## config.mk

```make
export PLATFORM = sky130hd
export DESIGN_NAME = touch_event_qualifier_core
export DESIGN_NICKNAME = d
export VERILOG_FILES = /design/src/rtl/tdq_pkg.sv /design/src/rtl/touch_event_qualifier_core.sv /design/src/rtl/tdq_ctrl.sv /design/src/rtl/tdq_dp.sv
export SDC_FILE = /design/constraint.sdc
export NUM_CORES = 2
export LEC_CHECK = 0
export BUFFER_PORTS_ARGS = -buffer_cell sky130_fd_sc_hd__buf_2
export CORE_UTILIZATION = 50
export DETAILED_ROUTE_END_ITERATION = 12
export PLACE_DENSITY_LB_ADDON = 0.12
export SLEW_MARGIN = 20
export SYNTH_ARGS = -nofsm -noshare
export SYNTH_HDL_FRONTEND = slang
export SYNTH_SLANG_ARGS = --single-unit
export TNS_END_PERCENT = 20
```

## constraint.sdc

```tcl
create_clock -name clk_i -period 11.05 [get_ports clk_i]
set_input_delay 1.105 -clock clk_i [delete_from_list [all_inputs] [get_ports clk_i]]
set_output_delay 1.105 -clock clk_i [all_outputs]
set_load 0.02 [all_outputs]
```

## src/rtl/tdq_pkg.sv

```systemverilog
package tdq_pkg;

  // Default build-time values
  localparam int unsigned HISTORY_DEPTH_DEF    = 4;
  localparam int unsigned DEBOUNCE_POLLS_DEF   = 2;
  localparam int unsigned POLL_INTERVAL_MS_DEF = 10;

  // Fixed field widths
  localparam int unsigned POS_W      = 16;
  localparam int unsigned TIME_W     = 32;
  localparam int unsigned RAW_W      = 32;
  localparam int unsigned RUN_W      = 4;
  localparam int unsigned THRESH_W   = 15;
  localparam int unsigned PANEL_W    = 15;
  localparam int unsigned SRC_W      = 8;
  localparam int unsigned ROT_W      = 2;
  localparam int unsigned CFG_IDX_W  = 3;
  localparam int unsigned CFG_DATA_W = 15;
  localparam int unsigned IN_DATA_W  = 96;
  localparam int unsigned OUT_DATA_W = 72;
  localparam int unsigned KIND_W     = 2;

  // Streak counters saturate here
  localparam logic [RUN_W-1:0] RUN_MAX = '1;

  // Configuration reset values
  localparam logic [THRESH_W-1:0] THRESH_RST = 15'd4;
  localparam logic [PANEL_W-1:0]  WIDTH_RST  = 15'd800;
  localparam logic [PANEL_W-1:0]  HEIGHT_RST = 15'd480;

  // Quarter turns
  localparam logic [ROT_W-1:0] ROT_90  = 2'd1;
  localparam logic [ROT_W-1:0] ROT_180 = 2'd2;
  localparam logic [ROT_W-1:0] ROT_270 = 2'd3;

  typedef enum logic [CFG_IDX_W-1:0] {
    CFG_MOVE_THRESHOLD = 3'd0,
    CFG_ROTATION       = 3'd1,
    CFG_SWAP_AXES      = 3'd2,
    CFG_PANEL_WIDTH    = 3'd3,
    CFG_PANEL_HEIGHT   = 3'd4,
    CFG_SOURCE_NUMBER  = 3'd5
  } cfg_idx_e;

  typedef enum logic [KIND_W-1:0] {
    KIND_DOWN = 2'd0,
    KIND_MOVE = 2'd1,
    KIND_UP   = 2'd2
  } event_kind_e;

  typedef enum logic [3:0] {
    ST_IDLE,
    ST_CHECK,
    ST_XFORM,
    ST_DECIDE,
    ST_SUM_CLR,
    ST_SUM,
    ST_DIV_INIT,
    ST_DIV,
    ST_DIV_FIN,
    ST_SQ_DX,
    ST_SQ_DY,
    ST_SQ_T,
    ST_CMP,
    ST_EMIT
  } tdq_state_e;

  typedef enum logic [3:0] {
    OP_NONE,
    OP_LOAD,
    OP_CHECK,
    OP_XFORM,
    OP_SUM_CLR,
    OP_SUM,
    OP_DIV_INIT,
    OP_DIV,
    OP_DIV_FIN,
    OP_SQ_DX,
    OP_SQ_DY,
    OP_SQ_T,
    OP_EMIT
  } dp_op_e;

  typedef struct packed {
    dp_op_e      op;
    event_kind_e kind;
  } tdq_cmd_t;

  typedef struct packed {
    logic early;       // poll inside the interval, drop it
    logic pressed;
    logic is_down;
    logic press_ok;
    logic release_ok;
    logic sum_last;
    logic div_last;
    logic far;
    logic out_free;
  } tdq_sts_t;

endpackage

```

## src/rtl/touch_event_qualifier_core.sv

```systemverilog
// Touch event qualifier: turns touch controller polls into pointer events.
//
// Input stream: one poll per transfer. A poll less than POLL_INTERVAL_MS after
// the last kept poll (wrapping 32-bit time) is dropped without a result.
// Output stream: zero or one event per poll (down, move, up) with source id,
// poll time and position.
// Config port: cfg_we_i writes cfg_data_i into register cfg_idx_i at the
// clock edge; write only while the block is idle. Unknown indexes are ignored.
//
// One poll at a time: s_axis_tready is high only in the idle state. A dropped
// poll returns to idle from the gate check and a quiet poll from the decision;
// a down event also runs the serial history sum over the N stored samples and
// the bit-serial divider; a move then adds the shared squarer and compare; an
// up goes from the decision straight to the emit state.
// The result sits in an output register, so the next poll is taken while
// it waits; a stalled receiver only holds a later event in the emit state.
// Reset (rst_ni low, async) restores all config defaults, clears the
// tracking state and drops any pending output.
module touch_event_qualifier_core #(
  parameter int unsigned HISTORY_DEPTH    = tdq_pkg::HISTORY_DEPTH_DEF,
  parameter int unsigned DEBOUNCE_POLLS   = tdq_pkg::DEBOUNCE_POLLS_DEF,
  parameter int unsigned POLL_INTERVAL_MS = tdq_pkg::POLL_INTERVAL_MS_DEF
) (
  input  logic                            clk_i,
  input  logic                            rst_ni,
  // Poll channel
  input  logic                            s_axis_tvalid,
  output logic                            s_axis_tready,
  // now_ms[31:0], raw_x[63:32], raw_y[95:64]
  input  logic [tdq_pkg::IN_DATA_W-1:0]   s_axis_tdata,
  // touching[0]
  input  logic                            s_axis_tuser,
  // Event channel
  output logic                            m_axis_tvalid,
  input  logic                            m_axis_tready,
  // event_source[7:0], event_time_ms[39:8], pos_x[55:40], pos_y[71:56]
  output logic [tdq_pkg::OUT_DATA_W-1:0]  m_axis_tdata,
  // event_kind[1:0]
  output logic [tdq_pkg::KIND_W-1:0]      m_axis_tuser,
  // Config write port
  input  logic                            cfg_we_i,
  input  logic [tdq_pkg::CFG_IDX_W-1:0]   cfg_idx_i,
  input  logic [tdq_pkg::CFG_DATA_W-1:0]  cfg_data_i
);
  import tdq_pkg::*;

  tdq_cmd_t cmd;
  tdq_sts_t sts;

  // Sequencer: walks each poll through gate, transform, average, distance, emit
  tdq_ctrl u_ctrl (
    .clk_i      (clk_i),
    .rst_ni     (rst_ni),
    .in_valid_i (s_axis_tvalid),
    .in_ready_o (s_axis_tready),
    .cmd_o      (cmd),
    .sts_i      (sts)
  );

  // Datapath: config, history, serial sum/divide, squarer, output register
  tdq_dp #(
    .HISTORY_DEPTH    (HISTORY_DEPTH),
    .DEBOUNCE_POLLS   (DEBOUNCE_POLLS),
    .POLL_INTERVAL_MS (POLL_INTERVAL_MS)
  ) u_dp (
    .clk_i       (clk_i),
    .rst_ni      (rst_ni),
    .in_data_i   (s_axis_tdata),
    .in_user_i   (s_axis_tuser),
    .cfg_we_i    (cfg_we_i),
    .cfg_idx_i   (cfg_idx_i),
    .cfg_data_i  (cfg_data_i),
    .cmd_i       (cmd),
    .sts_o       (sts),
    .out_valid_o (m_axis_tvalid),
    .out_ready_i (m_axis_tready),
    .out_data_o  (m_axis_tdata),
    .out_user_o  (m_axis_tuser)
  );

endmodule

```

## src/rtl/tdq_ctrl.sv

```systemverilog
module tdq_ctrl (
  input  logic             clk_i,
  input  logic             rst_ni,
  input  logic             in_valid_i,
  output logic             in_ready_o,
  output tdq_pkg::tdq_cmd_t cmd_o,
  input  tdq_pkg::tdq_sts_t sts_i
);
  import tdq_pkg::*;

  tdq_state_e state_q, state_d;

  always_ff @(posedge clk_i or negedge rst_ni) begin
    if (!rst_ni) begin
      state_q <= ST_IDLE;
    end else begin
      state_q <= state_d;
    end
  end

  always_comb begin
    state_d = state_q;
    case (state_q)
      ST_IDLE:     if (in_valid_i) state_d = ST_CHECK;
      ST_CHECK:    state_d = sts_i.early ? ST_IDLE : ST_XFORM;
      ST_XFORM:    state_d = ST_DECIDE;
      ST_DECIDE: begin
        if (sts_i.pressed && (sts_i.is_down || sts_i.press_ok)) begin
          state_d = ST_SUM_CLR;
        end else if (!sts_i.pressed && sts_i.is_down && sts_i.release_ok) begin
          state_d = ST_EMIT;
        end else begin
          state_d = ST_IDLE;
        end
      end
      ST_SUM_CLR:  state_d = ST_SUM;
      ST_SUM:      if (sts_i.sum_last) state_d = ST_DIV_INIT;
      ST_DIV_INIT: state_d = ST_DIV;
      ST_DIV:      if (sts_i.div_last) state_d = ST_DIV_FIN;
      ST_DIV_FIN:  state_d = sts_i.is_down ? ST_SQ_DX : ST_EMIT;
      ST_SQ_DX:    state_d = ST_SQ_DY;
      ST_SQ_DY:    state_d = ST_SQ_T;
      ST_SQ_T:     state_d = ST_CMP;
      ST_CMP:      state_d = sts_i.far ? ST_EMIT : ST_IDLE;
      ST_EMIT:     if (sts_i.out_free) state_d = ST_IDLE;
      default:     state_d = ST_IDLE;
    endcase
  end

  always_comb begin
    in_ready_o  = 1'b0;
    cmd_o.op    = OP_NONE;
    cmd_o.kind  = KIND_DOWN;
    case (state_q)
      ST_IDLE: begin
        in_ready_o = 1'b1;
        if (in_valid_i) cmd_o.op = OP_LOAD;
      end
      ST_CHECK:    cmd_o.op = OP_CHECK;
      ST_XFORM:    cmd_o.op = OP_XFORM;
      ST_SUM_CLR:  cmd_o.op = OP_SUM_CLR;
      ST_SUM:      cmd_o.op = OP_SUM;
      ST_DIV_INIT: cmd_o.op = OP_DIV_INIT;
      ST_DIV:      cmd_o.op = OP_DIV;
      ST_DIV_FIN:  cmd_o.op = OP_DIV_FIN;
      ST_SQ_DX:    cmd_o.op = OP_SQ_DX;
      ST_SQ_DY:    cmd_o.op = OP_SQ_DY;
      ST_SQ_T:     cmd_o.op = OP_SQ_T;
      ST_EMIT: begin
        if (sts_i.out_free) cmd_o.op = OP_EMIT;
        if (!sts_i.pressed) begin
          cmd_o.kind = KIND_UP;
        end else if (sts_i.is_down) begin
          cmd_o.kind = KIND_MOVE;
        end else begin
          cmd_o.kind = KIND_DOWN;
        end
      end
      default:     cmd_o.op = OP_NONE;
    endcase
  end

endmodule

```

## src/rtl/tdq_dp.sv

```systemverilog
module tdq_dp #(
  parameter int unsigned HISTORY_DEPTH    = tdq_pkg::HISTORY_DEPTH_DEF,
  parameter int unsigned DEBOUNCE_POLLS   = tdq_pkg::DEBOUNCE_POLLS_DEF,
  parameter int unsigned POLL_INTERVAL_MS = tdq_pkg::POLL_INTERVAL_MS_DEF
) (
  input  logic                               clk_i,
  input  logic                               rst_ni,
  input  logic [tdq_pkg::IN_DATA_W-1:0]      in_data_i,
  input  logic                               in_user_i,
  input  logic                               cfg_we_i,
  input  logic [tdq_pkg::CFG_IDX_W-1:0]      cfg_idx_i,
  input  logic [tdq_pkg::CFG_DATA_W-1:0]     cfg_data_i,
  input  tdq_pkg::tdq_cmd_t                  cmd_i,
  output tdq_pkg::tdq_sts_t                  sts_o,
  output logic                               out_valid_o,
  input  logic                               out_ready_i,
  output logic [tdq_pkg::OUT_DATA_W-1:0]     out_data_o,
  output logic [tdq_pkg::KIND_W-1:0]         out_user_o
);
  import tdq_pkg::*;

  localparam int unsigned CNT_W     = $clog2(HISTORY_DEPTH + 1);
  localparam int unsigned IDX_W     = (HISTORY_DEPTH > 1) ? $clog2(HISTORY_DEPTH) : 1;
  localparam int unsigned SUM_W     = POS_W + 1 + IDX_W;
  localparam int unsigned DIV_CNT_W = $clog2(SUM_W);
  localparam int unsigned SQ_W      = 2 * (POS_W + 1);

  // Saturate a signed 32-bit coordinate to 16 bits
  function automatic logic signed [POS_W-1:0] clamp16(input logic signed [RAW_W-1:0] v);
    logic in_range;
    begin
      in_range = (v[RAW_W-1:POS_W-1] == '0) || (v[RAW_W-1:POS_W-1] == '1);
      if (in_range) begin
        clamp16 = v[POS_W-1:0];
      end else if (v[RAW_W-1]) begin
        clamp16 = {1'b1, {(POS_W-1){1'b0}}};
      end else begin
        clamp16 = {1'b0, {(POS_W-1){1'b1}}};
      end
    end
  endfunction

  // One restoring step: returns {remainder, quotient}
  function automatic logic [CNT_W+SUM_W-1:0] div_step(input logic [CNT_W-1:0] rem,
                                                      input logic [SUM_W-1:0] quo,
                                                      input logic [CNT_W-1:0] dvs);
    logic [CNT_W:0]     r_sh;
    logic [SUM_W-1:0]   q_sh;
    logic [CNT_W:0]     r_sub;
    begin
      r_sh  = {rem, quo[SUM_W-1]};
      q_sh  = {quo[SUM_W-2:0], 1'b0};
      r_sub = r_sh - {1'b0, dvs};
      if (r_sh >= {1'b0, dvs}) begin
        div_step = {r_sub[CNT_W-1:0], q_sh[SUM_W-1:1], 1'b1};
      end else begin
        div_step = {r_sh[CNT_W-1:0], q_sh};
      end
    end
  endfunction

  // Configuration
  logic [THRESH_W-1:0] thresh_q;
  logic [ROT_W-1:0]    rot_q;
  logic                swap_q;
  logic [PANEL_W-1:0]  width_q, height_q;
  logic [SRC_W-1:0]    src_q;

  // Poll capture
  logic [TIME_W-1:0]        now_q;
  logic                     pressed_q;
  logic signed [RAW_W-1:0]  raw_x_q, raw_y_q;
  logic signed [POS_W-1:0]  x_q, y_q;

  // Tracking state
  logic [TIME_W-1:0]        last_poll_q;
  logic                     is_down_q;
  logic [RUN_W-1:0]         press_run_q, release_run_q;
  logic [CNT_W-1:0]         count_q;
  logic signed [POS_W-1:0]  cmt_x_q, cmt_y_q;
  logic signed [POS_W-1:0]  hist_x_q [HISTORY_DEPTH];
  logic signed [POS_W-1:0]  hist_y_q [HISTORY_DEPTH];

  // Averaging
  logic [IDX_W-1:0]         idx_q;
  logic signed [SUM_W-1:0]  sum_x_q, sum_y_q;
  logic [SUM_W-1:0]         quo_x_q, quo_y_q;
  logic [CNT_W-1:0]         rem_x_q, rem_y_q;
  logic                     neg_x_q, neg_y_q;
  logic [DIV_CNT_W-1:0]     div_cnt_q;
  logic signed [POS_W-1:0]  avg_x_q, avg_y_q;

  // Distance
  logic [SQ_W-1:0]          prod_q, acc_q;

  // Output register
  logic                     out_valid_q;
  logic [OUT_DATA_W-1:0]    out_data_q;
  logic [KIND_W-1:0]        out_user_q;

  // Combinational helpers
  logic [TIME_W-1:0]        elapsed;
  logic signed [POS_W-1:0]  cx, cy;
  logic signed [POS_W-1:0]  w16, h16;
  logic signed [POS_W-1:0]  rx, ry;
  logic [CNT_W+SUM_W-1:0]   step_x, step_y;
  logic signed [POS_W:0]    dx, dy, mul_a;
  logic signed [SQ_W-1:0]   sq;
  logic signed [POS_W-1:0]  emit_x, emit_y;

  assign elapsed = now_q - last_poll_q;
  assign cx      = clamp16(raw_x_q);
  assign cy      = clamp16(raw_y_q);
  assign w16     = {1'b0, width_q} - 16'sd1;
  assign h16     = {1'b0, height_q} - 16'sd1;

  always_comb begin
    case (rot_q)
      ROT_90: begin
        rx = h16 - y_q;
        ry = x_q;
      end
      ROT_180: begin
        rx = w16 - x_q;
        ry = h16 - y_q;
      end
      ROT_270: begin
        rx = y_q;
        ry = w16 - x_q;
      end
      default: begin
        rx = x_q;
        ry = y_q;
      end
    endcase
  end

  assign step_x = div_step(rem_x_q, quo_x_q, count_q);
  assign step_y = div_step(rem_y_q, quo_y_q, count_q);

  // One shared squarer
  assign dx = {avg_x_q[POS_W-1], avg_x_q} - {cmt_x_q[POS_W-1], cmt_x_q};
  assign dy = {avg_y_q[POS_W-1], avg_y_q} - {cmt_y_q[POS_W-1], cmt_y_q};
  always_comb begin
    case (cmd_i.op)
      OP_SQ_DX: mul_a = dx;
      OP_SQ_DY: mul_a = dy;
      default:  mul_a = {2'b00, thresh_q};
    endcase
  end
  assign sq = mul_a * mul_a;

  assign emit_x = (cmd_i.kind == KIND_UP) ? cmt_x_q : avg_x_q;
  assign emit_y = (cmd_i.kind == KIND_UP) ? cmt_y_q : avg_y_q;

  // Configuration and control state
  always_ff @(posedge clk_i or negedge rst_ni) begin
    if (!rst_ni) begin
      thresh_q      <= THRESH_RST;
      rot_q         <= '0;
      swap_q        <= 1'b0;
      width_q       <= WIDTH_RST;
      height_q      <= HEIGHT_RST;
      src_q         <= '0;
      last_poll_q   <= '0;
      is_down_q     <= 1'b0;
      press_run_q   <= '0;
      release_run_q <= '0;
      count_q       <= '0;
      cmt_x_q       <= '0;
      cmt_y_q       <= '0;
      out_valid_q   <= 1'b0;
    end else begin
      if (cfg_we_i) begin
        case (cfg_idx_e'(cfg_idx_i))
          CFG_MOVE_THRESHOLD: thresh_q <= cfg_data_i[THRESH_W-1:0];
          CFG_ROTATION:       rot_q    <= cfg_data_i[ROT_W-1:0];
          CFG_SWAP_AXES:      swap_q   <= cfg_data_i[0];
          CFG_PANEL_WIDTH:    width_q  <= cfg_data_i[PANEL_W-1:0];
          CFG_PANEL_HEIGHT:   height_q <= cfg_data_i[PANEL_W-1:0];
          CFG_SOURCE_NUMBER:  src_q    <= cfg_data_i[SRC_W-1:0];
          default: ;
        endcase
      end

      if (cmd_i.op == OP_CHECK && !sts_o.early) begin
        last_poll_q <= now_q;
      end

      if (cmd_i.op == OP_XFORM) begin
        if (pressed_q) begin
          if (count_q < CNT_W'(HISTORY_DEPTH)) count_q <= count_q + 1'b1;
          if (press_run_q != RUN_MAX) press_run_q <= press_run_q + 1'b1;
          release_run_q <= '0;
        end else begin
          count_q     <= '0;
          press_run_q <= '0;
          if (release_run_q != RUN_MAX) release_run_q <= release_run_q + 1'b1;
        end
      end

      if (cmd_i.op == OP_EMIT) begin
        out_valid_q <= 1'b1;
        case (cmd_i.kind)
          KIND_DOWN: begin
            is_down_q <= 1'b1;
            cmt_x_q   <= avg_x_q;
            cmt_y_q   <= avg_y_q;
          end
          KIND_MOVE: begin
            cmt_x_q <= avg_x_q;
            cmt_y_q <= avg_y_q;
          end
          KIND_UP:   is_down_q <= 1'b0;
          default: ;
        endcase
      end else if (out_ready_i) begin
        out_valid_q <= 1'b0;
      end
    end
  end

  // Payload registers
  always_ff @(posedge clk_i) begin
    case (cmd_i.op)
      OP_LOAD: begin
        now_q     <= in_data_i[TIME_W-1:0];
        raw_x_q   <= in_data_i[TIME_W+RAW_W-1:TIME_W];
        raw_y_q   <= in_data_i[TIME_W+2*RAW_W-1:TIME_W+RAW_W];
        pressed_q <= in_user_i;
      end
      OP_CHECK: begin
        x_q <= swap_q ? cy : cx;
        y_q <= swap_q ? cx : cy;
      end
      OP_XFORM: begin
        if (pressed_q) begin
          for (int i = HISTORY_DEPTH - 1; i > 0; i--) begin
            hist_x_q[i] <= hist_x_q[i-1];
            hist_y_q[i] <= hist_y_q[i-1];
          end
          hist_x_q[0] <= rx;
          hist_y_q[0] <= ry;
        end
      end
      OP_SUM_CLR: begin
        sum_x_q <= '0;
        sum_y_q <= '0;
        idx_q   <= '0;
      end
      OP_SUM: begin
        sum_x_q <= sum_x_q + SUM_W'(hist_x_q[idx_q]);
        sum_y_q <= sum_y_q + SUM_W'(hist_y_q[idx_q]);
        idx_q   <= idx_q + 1'b1;
      end
      OP_DIV_INIT: begin
        neg_x_q   <= sum_x_q[SUM_W-1];
        neg_y_q   <= sum_y_q[SUM_W-1];
        quo_x_q   <= sum_x_q[SUM_W-1] ? SUM_W'(-sum_x_q) : SUM_W'(sum_x_q);
        quo_y_q   <= sum_y_q[SUM_W-1] ? SUM_W'(-sum_y_q) : SUM_W'(sum_y_q);
        rem_x_q   <= '0;
        rem_y_q   <= '0;
        div_cnt_q <= '0;
      end
      OP_DIV: begin
        {rem_x_q, quo_x_q} <= step_x;
        {rem_y_q, quo_y_q} <= step_y;
        div_cnt_q          <= div_cnt_q + 1'b1;
      end
      OP_DIV_FIN: begin
        avg_x_q <= neg_x_q ? -quo_x_q[POS_W-1:0] : quo_x_q[POS_W-1:0];
        avg_y_q <= neg_y_q ? -quo_y_q[POS_W-1:0] : quo_y_q[POS_W-1:0];
      end
      OP_SQ_DX: prod_q <= sq;
      OP_SQ_DY: begin
        acc_q  <= prod_q;
        prod_q <= sq;
      end
      OP_SQ_T: begin
        acc_q  <= acc_q + prod_q;
        prod_q <= sq;
      end
      OP_EMIT: begin
        out_user_q <= cmd_i.kind;
        out_data_q <= {emit_y, emit_x, now_q, src_q};
      end
      default: ;
    endcase
  end

  always_comb begin
    sts_o.early      = elapsed < TIME_W'(POLL_INTERVAL_MS);
    sts_o.pressed    = pressed_q;
    sts_o.is_down    = is_down_q;
    sts_o.press_ok   = press_run_q >= RUN_W'(DEBOUNCE_POLLS);
    sts_o.release_ok = release_run_q >= RUN_W'(DEBOUNCE_POLLS);
    sts_o.sum_last   = CNT_W'(idx_q) == (count_q - 1'b1);
    sts_o.div_last   = div_cnt_q == DIV_CNT_W'(SUM_W - 1);
    sts_o.far        = acc_q >= prod_q;
    sts_o.out_free   = !out_valid_q || out_ready_i;
  end

  assign out_valid_o = out_valid_q;
  assign out_data_o  = out_data_q;
  assign out_user_o  = out_user_q;

endmodule

```

* Word level (Yosys, flattened, before mapping)
Memories as Yosys holds them, arrays and structs flattened. A register that Yosys moved wholly into a read port is not among the register bits.
Cells that the tools add are included.
** Operators by class
- $add $sub $neg :: 22
- Multiply operators :: 1
- $lt $le $gt $ge :: 7
- Equal/unequal tests :: 47
- Mux-type cells :: 57
- Reductions and logical operators :: 36
** Operator list (count)
- $mux W16 :: 10
- $pmux W19 S2 :: 4
- $pmux W16 S3 :: 2
- $pmux W34 S2 :: 1
- $pmux W4 S14 :: 1
- $mux W4 :: 12
- $pmux W4 S12 :: 1
- $eq A4 B4 Y1 const B :: 11
- $mux W22 :: 2
- $add A19 B16 Y19 :: 2
- $mux W19 :: 2
- $neg A19 Y19 :: 2
- $add A34 B34 Y34 :: 1
- $eq A17 B17 Y1 const B :: 2
- $ge A34 B34 Y1 :: 1
- $logic_not A17 Y1 :: 2
- $mul A17 B17 Y34 :: 1
- $pmux W17 S2 :: 1
- $sub A16 B16 Y17 :: 2
- $eq A4 B3 Y1 const B :: 8
- $lt A32 B4 Y1 const B :: 1
- $neg A16 Y16 :: 2
- $sub A15 B1 Y16 const B :: 2
- $sub A16 B16 Y16 :: 2
- 39 further kinds :: 95
** Word-level totals
- Register bits :: 531
- RAM bits :: 128
- Bits of input ports :: 120
- Logic and storage cells :: 209
- Memories kept :: 2
** Memories
- u_dp.hist_x_q :: words 4, bits a word 16, rd ports 4, clocked after memory_dff 1, wr ports 4, line tdq_dp.sv:81 : logic signed [POS_W-1:0] hist_x_q [HISTORY_DEPTH];
- u_dp.hist_y_q :: words 4, bits a word 16, rd ports 4, clocked after memory_dff 1, wr ports 4, line tdq_dp.sv:82 : logic signed [POS_W-1:0] hist_y_q [HISTORY_DEPTH];

* Logic depth before layout (Yosys ltp)
- Word-level depth :: 7
- Depth in mapped cells :: 38

* Cells and area by module
A second synthesis with hierarchy kept.
** Unflattened totals
- Cells, all modules :: 4139
- Area, all modules :: 45384.8 um2
** By module, submodules not included
- tdq_dp :: instances 1, cells an instance 4082, area an instance 44939.4 um2, seq. area each 19023.2 um2
- tdq_ctrl :: instances 1, cells an instance 57, area an instance 445.4 um2, seq. area each 100.1 um2

* Least setup slack after synthesis
No wires, ideal clock.
- Path type :: reg-to-reg
- Start :: reg u_ctrl.state_q[1]
- End :: reg u_dp.prod_q[33] (data pin)
- Library setup time :: 260 ps
- Arrival :: 8665 ps
- Data required time :: 10790 ps
- Slack :: 2125 ps
- Stages on the path, launching flop included :: 30
- Buffers on the path :: 3
- Cell sequence :: dfrtp_1 -> clkbuf_1 -> inv_1 -> clkbuf_1 -> nor2_1 -> a21oi_1 -> o22ai_1 -> a21oi_1 -> clkbuf_1 -> nand2_1 -> fa_1 -> fa_1 -> fa_1 -> inv_1 -> fa_1 -> inv_1 -> fa_1 -> inv_1 -> fa_1 -> ha_1 -> a21oi_1 -> o21ai_0 -> a2111oi_0 -> nor3_1 -> a221oi_1 -> o21ai_0 -> a31oi_1 -> o21ai_0 -> o41a_1 -> xnor2_1
** On the way
- Longest elaborated chain between the ends :: 5
- Elaborated cells between the ends (all ways) :: 17
- Those cells by class :: mul (1); eq/ne (13); mux (2); reduce/logical (1)
** RTL lines
- start: declaration :: line tdq_ctrl.sv:11 : tdq_state_e state_q, state_d;
- start signal: assignment :: line tdq_ctrl.sv:17 : state_q <= state_d;
- $eq A4 B4 Y1, or another cell as far along :: line tdq_ctrl.sv:54 : case (state_q)
- $pmux W4 S12 * :: line tdq_ctrl.sv:54
- $eq A4 B4 Y1 :: line tdq_dp.sv:145 : case (cmd_i.op)
- $pmux W17 S2 * :: line tdq_dp.sv:145
- $mul A17 B17 Y34 * :: line tdq_dp.sv:151 : assign sq = mul_a * mul_a;
- named net u_dp.sq[33] :: line tdq_dp.sv:108 : logic signed [SQ_W-1:0] sq;
- end signal: assignment :: line tdq_dp.sv:274 : OP_SQ_DX: prod_q <= sq;
- end signal: assignment :: line tdq_dp.sv:277 : prod_q <= sq;
- end signal: assignment :: line tdq_dp.sv:281 : prod_q <= sq;
- end: declaration :: line tdq_dp.sv:94 : logic [SQ_W-1:0] prod_q, acc_q;
Mark *: on every way through the listed nets, which the timed path passes. The rest lies on a longest branch.
A chain may end at the register's enable or synchronous reset.

* Final worst setup path
- Start :: reg u_dp.avg_x_q[2]
- End :: reg u_dp.prod_q[33] (data pin)
** On the way
- Longest elaborated chain between the ends :: 3
** RTL lines
- start: declaration :: line tdq_dp.sv:91 : logic signed [POS_W-1:0] avg_x_q, avg_y_q;
- start signal: assignment :: line tdq_dp.sv:271 : avg_x_q <= neg_x_q ? -quo_x_q[POS_W-1:0] : quo_x_q[POS_W-1:0];
- $sub A16 B16 Y17 :: line tdq_dp.sv:142 : assign dx = {avg_x_q[POS_W-1], avg_x_q} - {cmt_x_q[POS_W-1], cmt_x_q};
- $pmux W17 S2 :: line tdq_dp.sv:145
- $mul A17 B17 Y34 :: line tdq_dp.sv:151
- named net u_dp.sq[33] :: line tdq_dp.sv:108
The timed path passes the listed nets, and every way through them passes these cells.

==> summary.md <==
| Metric | Value |
|---|---|
| Nets | 4,944 |
| First-pass GRT wire length | 168,000 um |
| Starting DRT DRC Count | 2,306 |
| CTS Hold Buffers Added | 0 |
| Post-Syn Nets | 4,733 |
| Port Buffer Count | 195 |
| Met2 Routed Length | 47,400 um |
| Number of global-route vias before repair | 30,000 |
| Tcrit/Tclk final | 88.9% |
| Global-route usage over all layers | 23.2% |
| Syn Inst Count | 4,034 |
| Die height | 304 um |
| Post-synth EDFFs | 521 |
| Slew Limit Fails | 0 |
| Final WS setup | 1.22 ns |
| CTS buffer count | 76 |
| CP required | 11.44 ns |
| Ys async rst share | 20.8% |
| Critical path fanouts, max | 11 |
| Slew HR | 30.1% |
| Avg Inst Size Synth | 11.3 um2 |
| First-pass DRT Iterations | 6 |
| Fill count | 7,815 |
| Share of cells above drive strength 1 | 14.8% |
| Multi-input logic area | 23,800 um2 |
| Layout Cells excl Fill | 5,483 |
| Clock Latency Late Sink | 0.67 ns |
| Crit path buf inv count | 5 |
| DR top layer | met4 |
| Met1 wire length | 50,100 um |
| Critical path class | reg2reg |
| F_max | 102 MHz |
| Clock skew | 0.0345 ns |
| Num rows | 110 |
| Worst slew pin tran | 1.05 ns |
| Post-DP HPWL | 80,600 um |
| Die area | 92,200 um2 |
| Max cap viols | 0 |
| Status | complete, no violations |
| Vias | 30,200 |
| Finished Cell Area | 50,600 um2 |
| TritonCTS Sinks | 660 |
| WL final | 106,000 um |
| RSZ-0062 raised after global routing | false |
| Post-synthesis sequential area ratio | 42.0% |
| Starting Density | 50.5% |
| Root buf cell | clkbuf_16 |
| Family with the most delay on the worst path | compound AO/OA/AOI/OAI gates |
| CTS tree | yes |
| Synth-to-layout area growth | 11.2% |
| Metal3 WL | 6120 um |
| CP arrival | 10.22 ns |
| Dpl cells | 5,343 |
| Longest Clk Path Bufs | 3 |
| TNS Setup | 0 ns |
| Placer Congestion | 0.927 |
| Remaining antenna violation count | 0 |
| # diodes | 0 |
| Netlist cell types | 94 |
| Max incr delay on CP | 0.54 ns |
| Reg-to-Reg Start | u_dp.avg_x_q[2]$_DFFE_PN_ |
| Vias/cell | 5.51 |
| Drt wl/cell | 19.3 um |
| CP dominant cell by count | fa_1 |
| Slowest stage cell, crit path | fa_1 |
| CP Launch Point | u_dp.avg_x_q[2]$_DFFE_PN_ |
| Residual DRC count | 0 |
| Main synth FF type | edfxtp_1 |
| Hold Vio Cnt, Final | 0 |
| Initial antenna violation count | 1 |
| Core ar. | 90,000 um2 |
| I/O pins | 196 |
| Clock slew at reported path FFs | 0.06 ns |
| Pre-CTS setup slack | 1.26 ns |
| Seq cells post-synth | 660 |
| CP Capture Type | flip-flop |
| Post_cts resized | 0 |
| YS warnings | 0 |
| Fin crit period | 9.83 ns |
| DIE WIDTH | 304 um |
| Startpoint types | flip-flop |
| CTS H-tree depth | 3 |
| Final setup viols | 0 |
| Total global routing overflow | 0 |
| Hold/Removal Path Class | in2async |
| Post-CTS Setup Inserts | 0 |
| Reg area | 19,100 um2 |
| Post-synthesis cell area | 45,500 um2 |
| Post-DP Area | 48,000 um2 |
| Largest net degree at the start of global routing | 75 |
synthesized netlist by cell type, types with 10 or more instances:
library cell / number / area [um2]
o22ai_1: 10 / 62.6
fa_1: 281 / 5630
xor2_1: 77 / 674
nand4_1: 36 / 225
nand2b_1: 44 / 275
nor4_1: 18 / 113
o31ai_1: 28 / 210
mux4_2: 60 / 1350
a21oi_1: 219 / 1100
xnor2_1: 146 / 1280
o21ai_0: 178 / 891
nand2_1: 278 / 1040
nor3b_1: 13 / 97.6
o21bai_1: 24 / 180
or2_2: 11 / 68.8
dfrtp_1: 129 / 3230
and3_1: 22 / 138
nor2b_1: 42 / 263
o211ai_1: 10 / 75.1
inv_1: 569 / 2140
mux2i_1: 42 / 420
a21boi_0: 12 / 90.1
or4_1: 10 / 75.1
mux2_2: 121 / 1360
nor3_1: 74 / 370
edfxtp_1: 521 / 15600
and2_1: 32 / 200
nor2_1: 248 / 931
nand3_1: 40 / 200
ha_1: 298 / 3730
clkbuf_1: 95 / 357
or3_1: 30 / 188
o21a_1: 17 / 128
a211oi_1: 22 / 165
a31oi_1: 23 / 144
mux2_4: 30 / 450
a21o_1: 44 / 330
cell usage in the layout (no fill, tap or decap), types with 77 or more instances in the layout:
cell,count
inv_1,569
edfxtp_1,521
ha_1,298
fa_1,281
nand2_1,278
nor2_1,240
a21oi_1,219
buf_2,194
o21ai_0,178
xnor2_1,146
dfrtp_1,129
mux2_2,121
xor2_1,77
clkbuf_16,77
metal layers:
| metal | GRT usage (%) | vias up |
|---|---|---|
| met4 | 6.11 | 0 |
| met2 | 36.1 | 813 |
| met1 | 34.1 | 14800 |
| met3 | 3.22 | 115 |
| li1 | - | 14500 |
| met5 | 0 | - |
area by class of cell:
| type | instances | area share, % |
|---|---|---|
| clock buffer | 96 | 4.07 |
| clock inverter | 44 | 1.16 |
| inverter | 575 | 4.26 |
| multi-input combinational | 2686 | 47.1 |
| sequential | 660 | 37.8 |
| tap | 1176 | 2.91 |
| timing repair buffer | 246 | 2.70 |
registers in the layout (all words and copies together) (netlist names), 16 cells and up, named ones only:
register          count
u_dp.quo_y_q         19
u_dp.avg_y_q         16
u_dp.avg_x_q         16
u_dp.sum_x_q         19
u_dp.hist_y_q        64
u_dp.now_q           32
u_dp.quo_x_q         19
u_dp.raw_x_q         32
u_dp.last_poll_q     32
u_dp.prod_q          33
u_dp.x_q             16
u_dp.acc_q           34
u_dp.hist_x_q        64
u_dp.cmt_y_q         16
u_dp.sum_y_q         19
u_dp.raw_y_q         32
u_dp.cmt_x_q         16
u_dp.y_q             16
u_dp.out_data_o      72
worst register-to-register path, delay by kind of cell, from the launching register on:
family | cells | cell delay, ns
compound gates | 15 | 4.05
xor+xnor | 1 | 0.13
fa+ha+maj | 8 | 3.66
buf+inv | 5 | 0.69
flops | 1 | 0.42
simple gates | 4 | 0.61
path summary, 6_finish.rpt:
check	to	slack (ns)	cells after the start
max reg2reg	u_dp.prod_q[33]$_DFFE_PP_	1.22	33
max	u_dp.prod_q[33]$_DFFE_PP_	1.22	33
min	u_dp.last_poll_q[30]$_DFFE_PN0P_	0.30	1
max in group asynchronous	u_dp.swap_q$_DFFE_PN0P_	9.58	2
min reg2reg	u_dp.hist_y_q[3][13]$_DFFE_PP_	0.42	0
min in group clk_i	u_dp.hist_y_q[3][13]$_DFFE_PP_	0.42	0
through the flow:
| stage | hold WS [ns] | utilization, % |
|---|---|---|
| 2_1_floorplan | 0.419 | - |
| 3_3_place_gp | 0.422 | 53.3 |
| 3_5_place_dp | 0.431 | 53.3 |
| 4_1_cts | 0.275 | 56.2 |
| 5_1_grt | 0.302 | 56.2 |
| 6_report | 0.299 | 56.2 |
cells by family after synthesis:
logic type / after synthesis / share of synthesized area, %
compound gates: 696 / 9.53
xor+xnor: 223 / 4.29
fa+ha+maj: 579 / 20.6
buf+inv: 688 / 5.80
flops: 660 / 42.0
mux: 253 / 7.88
simple gates: 935 / 9.91
Power is left out: the tool's default activity adds up to more than one toggle a clock period on the data nets, which glitch-free logic cannot reach.
